[src/hw/rtl/bf5x5_pkg.sv]
// Shared types, constants and weight-table functions for the 5x5 bilateral filter.
package bf5x5_pkg;

   // Fixed widths of the configuration registers and row counters.
   localparam int WIDTH_REG_W  = 11;
   localparam int HEIGHT_REG_W = 13;
   localparam int ROW_W        = 13;
   localparam int MAX_HEIGHT   = 4096;
   localparam int CSR_DATA_W   = 13;

   // Register indexes on the configuration port.
   localparam logic CSR_IMAGE_WIDTH  = 1'b0;
   localparam logic CSR_IMAGE_HEIGHT = 1'b1;

   // Input action codes.
   localparam logic ACT_PIXEL = 1'b0;
   localparam logic ACT_FLUSH = 1'b1;

   // Reset values of the configuration registers.
   localparam logic [WIDTH_REG_W-1:0]  WIDTH_RESET  = 11'd640;
   localparam logic [HEIGHT_REG_W-1:0] HEIGHT_RESET = 13'd480;

   // Q32 bases of the exponentials: exp(-1/1250) for range, exp(-1/5000) for space.
   localparam logic [63:0] Q32_ONE    = 64'd4294967296;
   localparam logic [63:0] RANGE_BASE = 64'd4291532696;
   localparam logic [63:0] SPACE_BASE = 64'd4294108388;

   // Quotient bits produced by the divider; the result never exceeds 511.
   localparam int QUOT_W = 9;

   typedef enum logic [3:0] {
      ST_IDLE,
      ST_CENTRE_RD,
      ST_CENTRE_WAIT,
      ST_TAP_RD,
      ST_TAP_WAIT,
      ST_TAP_ACC,
      ST_DIV_INIT,
      ST_DIV,
      ST_FINISH
   } state_type;

   // Commands from the controller to the datapath.
   typedef struct packed {
      logic accept;
      logic rd_centre;
      logic latch_centre;
      logic rd_tap;
      logic weigh;
      logic acc;
      logic div_init;
      logic div_step;
      logic finish;
   } cmd_type;

   // Status from the datapath to the controller.
   typedef struct packed {
      logic emit;
      logic border;
      logic last_tap;
      logic div_done;
      logic out_busy;
   } status_type;

   // Q32 product, rounded half up.
   function automatic logic [63:0] qmul(input logic [63:0] a, input logic [63:0] b);
      logic [63:0] p;
      p = a * b + 64'd2147483648;
      return p >> 32;
   endfunction

   // Q32 power by square and multiply; evaluated at elaboration only.
   function automatic logic [63:0] qpow(input logic [63:0] base, input logic [31:0] n);
      logic [63:0] acc;
      logic [63:0] b;
      logic [31:0] m;
      acc = Q32_ONE;
      b   = base;
      m   = n;
      for (int i = 0; i < 32; i++) begin
         if (m != 32'd0) begin
            if (m[0]) begin
               acc = (acc == Q32_ONE) ? b : qmul(acc, b);
            end
            m = m >> 1;
            if (m != 32'd0) begin
               b = qmul(b, b);
            end
         end
      end
      return acc;
   endfunction

   // Q32 value rounded to a weight of wb fraction bits.
   function automatic logic [63:0] to_weight(input logic [63:0] q, input int wb);
      logic [63:0] r;
      r = q + (64'd1 << (31 - wb));
      return r >> (32 - wb);
   endfunction

endpackage

[src/hw/rtl/bf5x5_ctrl.sv]
// Controller state machine that sequences accept, window gather, division and output.
module bf5x5_ctrl
   import bf5x5_pkg::*;
(
   input  logic       clock,
   input  logic       reset,
   input  logic       req_tvalid,
   output logic       req_tready,
   input  status_type sts,
   output cmd_type    cmd
);

   state_type state_ff;
   state_type state_in;

   // State register.
   always_ff @(posedge clock) begin
      if (reset) begin
         state_ff <= ST_IDLE;
      end else begin
         state_ff <= state_in;
      end
   end

   // Next state.
   always_comb begin
      state_in = state_ff;
      case (state_ff)
         ST_IDLE: begin
            if (req_tvalid && sts.emit) begin
               state_in = sts.border ? ST_FINISH : ST_CENTRE_RD;
            end
         end
         ST_CENTRE_RD:   state_in = ST_CENTRE_WAIT;
         ST_CENTRE_WAIT: state_in = ST_TAP_RD;
         ST_TAP_RD:      state_in = ST_TAP_WAIT;
         ST_TAP_WAIT:    state_in = ST_TAP_ACC;
         ST_TAP_ACC: begin
            state_in = sts.last_tap ? ST_DIV_INIT : ST_TAP_RD;
         end
         ST_DIV_INIT:    state_in = ST_DIV;
         ST_DIV: begin
            if (sts.div_done) begin
               state_in = ST_FINISH;
            end
         end
         ST_FINISH: begin
            if (!sts.out_busy) begin
               state_in = ST_IDLE;
            end
         end
         default:        state_in = ST_IDLE;
      endcase
   end

   // Command outputs.
   always_comb begin
      cmd        = '0;
      req_tready = 1'b0;
      case (state_ff)
         ST_IDLE: begin
            req_tready = 1'b1;
            cmd.accept = req_tvalid;
         end
         ST_CENTRE_RD:   cmd.rd_centre    = 1'b1;
         ST_CENTRE_WAIT: cmd.latch_centre = 1'b1;
         ST_TAP_RD:      cmd.rd_tap       = 1'b1;
         ST_TAP_WAIT:    cmd.weigh        = 1'b1;
         ST_TAP_ACC:     cmd.acc          = 1'b1;
         ST_DIV_INIT:    cmd.div_init     = 1'b1;
         ST_DIV:         cmd.div_step     = 1'b1;
         ST_FINISH:      cmd.finish       = !sts.out_busy;
         default:        cmd              = '0;
      endcase
   end

endmodule

[config.mk]
export PLATFORM = sky130hd
export DESIGN_NAME = bf5x5_ctrl
export DESIGN_NICKNAME = d
export VERILOG_FILES = /design/src/hw/rtl/bf5x5_pkg.sv /design/src/hw/rtl/bf5x5_ctrl.sv
export SDC_FILE = /design/constraint.sdc
export NUM_CORES = 1
export LEC_CHECK = 0
export ABC_CLOCK_PERIOD_IN_PS = 4530
export BUFFER_PORTS_ARGS = -buffer_cell sky130_fd_sc_hd__buf_4
export CAP_MARGIN = 20
export CELL_PAD_IN_SITES_DETAIL_PLACEMENT = 0
export CELL_PAD_IN_SITES_GLOBAL_PLACEMENT = 1
export CORE_AREA = 2 2 39 41
export DETAILED_ROUTE_END_ITERATION = 12
export DIE_AREA = 0 0 41 43
export PLACE_DENSITY_LB_ADDON = 0.1
export RECOVER_POWER = 25
export SYNTH_ARGS = -nofsm -noshare
export SYNTH_HDL_FRONTEND = slang
export SYNTH_SLANG_ARGS = --single-unit
export TNS_END_PERCENT = 50
[constraint.sdc]
create_clock -name clock -period 4.53 [get_ports clock]
set_clock_uncertainty 0.2 [all_clocks]
set_input_delay 0.453 -clock clock [delete_from_list [all_inputs] [get_ports clock]]
set_output_delay 0.453 -clock clock [all_outputs]
set_load 0.05 [all_outputs]
# Yosys cells after proc, flatten, opt, wreduce, memory -nomap -nowiden
# Cells that the tools add are included.
# W data, S select, Z words.
# totals
inputBits	8
out_inout_bits	10
ff_bits	4
elab_cells	32
# op_classes
n_reduce_logical	4
mux	16
n_eq_ne	11
# op_table
op	n
$pmux W4 S9	1
$eq A4 B3 Y1 const B	4
$mux W4	4
$mux W1	10
$eq A4 B2 Y1 const B	2
$ne A2 B2 Y1 const B	3
$eq A4 B1 Y1 const B	1
$eq A4 B4 Y1 const B	1
$logic_not A4 Y1	1
$mux W3	1
$reduce_and A3 Y1	1
$logic_and A1 B1 Y1	1
$logic_not A1 Y1	1

# Depth between registers and ports, before layout
# logic_depth
depth_word	3
depth_mapped	4
ltp_nobuf	3

# Worst setup path after synthesis
# No wires, ideal clock.
# synth_path
path_kind	reg2out
startpoint	register state_ff[3]
endpoint	output port cmd[8] in the netlist's numbering
t_required_ns	3.877
arrival_time_ns	2.690
path_buffers	1
setup_slack_ns	1.187
stages_incl_launch_ff	4
cell_sequence	dfxtp_1 clkbuf_1 nor4_1 and2_1
# synth_lines
element	line	rtl
from (decl)	bf5x5_ctrl.sv:13	state_type state_ff;
from (signal assigned)	bf5x5_ctrl.sv:21	state_ff <= state_in;
to (decl)	bf5x5_ctrl.sv:10	output cmd_type cmd

==> summary.txt <==
STA
  – Setup TNS: 0 ns
  – Worst Tran Pin Value: 0.4007 ns
  – Fmax: 472.3 MHz
  – Final Hold Fails: 0
  – Final worst-path cycle share: 46.74%
  – Slew HR: 73.04%
  – RSZ-0062 raised after global routing: no
  – Final setup viols: 0
  – Crit path time final: 2.117 ns
  – Slew Limit Fails: 0

Synth
  – YS warnings: 0
  – Sequential-to-total area share from yosys stat: 24.90%
  – Synth Register Bits: 4
  – Average instance area after synthesis: 6.842 um^2
  – Netlist cell types: 24
  – Mapped cell area: 321.6 um^2
  – Syn Inst Count: 47
  – Syn Nets: 55

Clock tree
  – Clk Latency, worst-skew pair: 0.23 ns
  – Num CTS Buffers: 3
  – Num Clock Sinks: 4
  – Clock transition at the registers of the reported paths: 0.03 ns
  – TritonCTS clock tree: yes
  – Htree depth: 1
  – Post-CTS Setup Inserts: 0
  – CTS Root Cell: clkbuf_4
  – Post-CTS Hold Buffers: 0
  – Max Buffers Root-to-Sink: 2
  – Post_cts resized: 0

Worst setup path
  – Worst-path cell chain: nor4_1 -> and2_1 -> buf_4
  – CP top delay family: simple AND/OR/NAND/NOR gates
  – Startpoint types: flop
  – Worst path max stage delay: 0.44 ns
  – Critical path class: reg -> out
  – WP buf/inv: 1
  – CP Capture Type: primary output
  – WP data required: 3.88 ns
  – Critical Path AT: 1.46 ns
  – Crit-path slowest cell: nor4_1
  – Crit path max fanout: 13

Finish
  – Biggest regs: state_ff (4)
  – Antenna cells: 0
  – Final Cell Area: 475.5 um^2
  – Synth-to-Final Area Change: 47.86%
  – Max reg flops: 4
  – Share of layout cells above drive strength 1: 34.92%
  – Final net count: 73
  – Biggest register: state_ff
  – Final cell count without fillers: 79

GRT
  – Initial antenna violation count: 0
  – Largest net degree at the start of global routing: 14
  – Gr usage total: 11.63%
  – Total grt overflow: 0
  – Global-route wire length before repair: 1386 um
  – Vias in the first global route: 335

Floorplan
  – # IOs: 18
  – Initial core utilization: 23.24%
  – Width of the die: 41 um
  – Die Height: 43 um
  – Die footprint: 1763 um^2
  – Core Area: 1384 um^2
  – Cell Rows: 14

Route
  – Via-to-Cell Ratio: 4.873
  – Vias: 385
  – DR pass1 iterations: 3
  – Detail Route Antenna Nets: 0
  – DRC Markers: 0
  – DRT iter0 DRCs: 8
  – Routed len/inst: 11.00 um
  – Final wirelength: 869 um

Run
  – Max-cap violation count: 0

Placed design
  – Placer Congestion: 0.6781
  – Placed cells: 76
  – Cell Area, Placed: 452.9 um^2
  – Hpwl dp: 633.7 um
  – IO Port Bufs: 17

Power
  – P_leak: 0.0002044 uW
  – Pwr dens: 323.0 nW/um^2
  – Worst vdd ir: 0.08962 mV

Run status
  – Outcome: completed

Min path
  – Hold Path Class: in -> reg
==> cell type report <==
cell class | count | area (um^2)
well taps | 16 | 20.02
multi-input cells | 37 | 217.7
fillers | 157 | 908.4
flip-flops and latches | 4 | 80.08
inverters | 2 | 7.507
clock buffers | 3 | 22.52
repair buffers | 17 | 127.6
==> through the flow <==
step | power [uW] | hold slack, ns | util, % | setup WS (ns)
after floorplan | 92.87 | 0.3221 | - | 1.187
after global placement | 113.0 | 0.4280 | 32.73 | 2.634
after detailed placement | 111.9 | 0.4122 | 32.73 | 2.653
after CTS | 156.1 | 0.2093 | 34.36 | 2.396
after global routing | 164.3 | 0.2184 | 34.36 | 2.262
final | 153.6 | 0.2227 | 34.36 | 2.413
==> where the power goes <==
part / internal [uW] / leakage [uW] / switching (uW)
Combinational: 24.5 / 0.000158 / 40.1
Clock: 29.5 / 0.0000138 / 12.6
Sequential: 38.5 / 0.0000325 / 8.45
==> synthesized netlist by cell type <==
cell type,n,area [um^2]
a2111oi_2,1,15.01
a21boi_1,1,7.510
a21o_1,1,7.510
a21oi_1,3,15.01
and2_1,1,6.260
buf_2,1,5.000
clkbuf_1,3,11.26
dfxtp_1,4,80.08
inv_1,2,7.510
nand2_1,4,15.01
nand2b_1,4,25.02
nand3_1,2,10.01
nand4_1,1,6.260
nor2_1,5,18.77
nor2b_1,1,6.260
nor3_1,4,20.02
nor4_1,1,6.260
nor4b_1,1,8.760
o21ai_0,2,10.01
o32ai_1,1,8.760
or2_2,1,6.260
or3_1,1,6.260
or4b_1,1,10.01
xor2_1,1,8.760
==> metal layers <==
metal / share of wire (%) / vias up / GRT usage (%)
met5: 0 / - / 0
met4: 1.4 / 0 / 10.00
met3: 7.9 / 2 / 2.094
met2: 44 / 17 / 14.69
met1: 47 / 169 / 16.03
li1: - / 197 / -
==> final timing paths <==
| path | start | to | slack [ns] | depth (start not counted) |
|---|---|---|---|---|
| worst max-delay path | state_ff[1]$_SDFFE_PP0P_ | cmd[8] | 2.41 | 3 |
| worst min-delay path | reset | state_ff[1]$_SDFFE_PP0P_ | 0.22 | 2 |
| worst max register to register | state_ff[1]$_SDFFE_PP0P_ | state_ff[3]$_SDFFE_PP0P_ | 2.82 | 3 |
| worst min register to register | state_ff[1]$_SDFFE_PP0P_ | state_ff[2]$_SDFFE_PP0P_ | 0.42 | 2 |
==> placed cells by master (no fill, tap or decap), types with 2 or more instances in the layout <==
master | synthesis | layout
inv_1 | 2 | 2
nand2_1 | 4 | 4
clkbuf_4 | 0 | 3
nand2b_1 | 4 | 4
o21ai_0 | 2 | 2
a21oi_1 | 3 | 3
dfxtp_1 | 4 | 4
nand3_1 | 2 | 2
nor2_1 | 5 | 5
buf_4 | 0 | 17
nor3_1 | 4 | 4
==> worst reg2reg max path, cell delays in order (launching register included) <==
cell and delay [ns]:
dfxtp_1 0.42, or4b_1 0.55, a21o_1 0.17, a2111oi_2 0.27
==> cells by family (layout without fill, tap and decap cells) <==
| group | after synthesis | in the layout | synth area share (%) |
|---|---|---|---|
| flip-flops | 4 | 4 | 24.90 |
| XOR/XNOR | 1 | 1 | 2.724 |
| AND/OR/NAND/NOR | 27 | 27 | 45.14 |
| AO/OA/AOI/OAI | 9 | 9 | 19.84 |
| buffers and inverters | 6 | 22 | 7.392 |
Note: power is estimated with default switching activity, not from simulation.
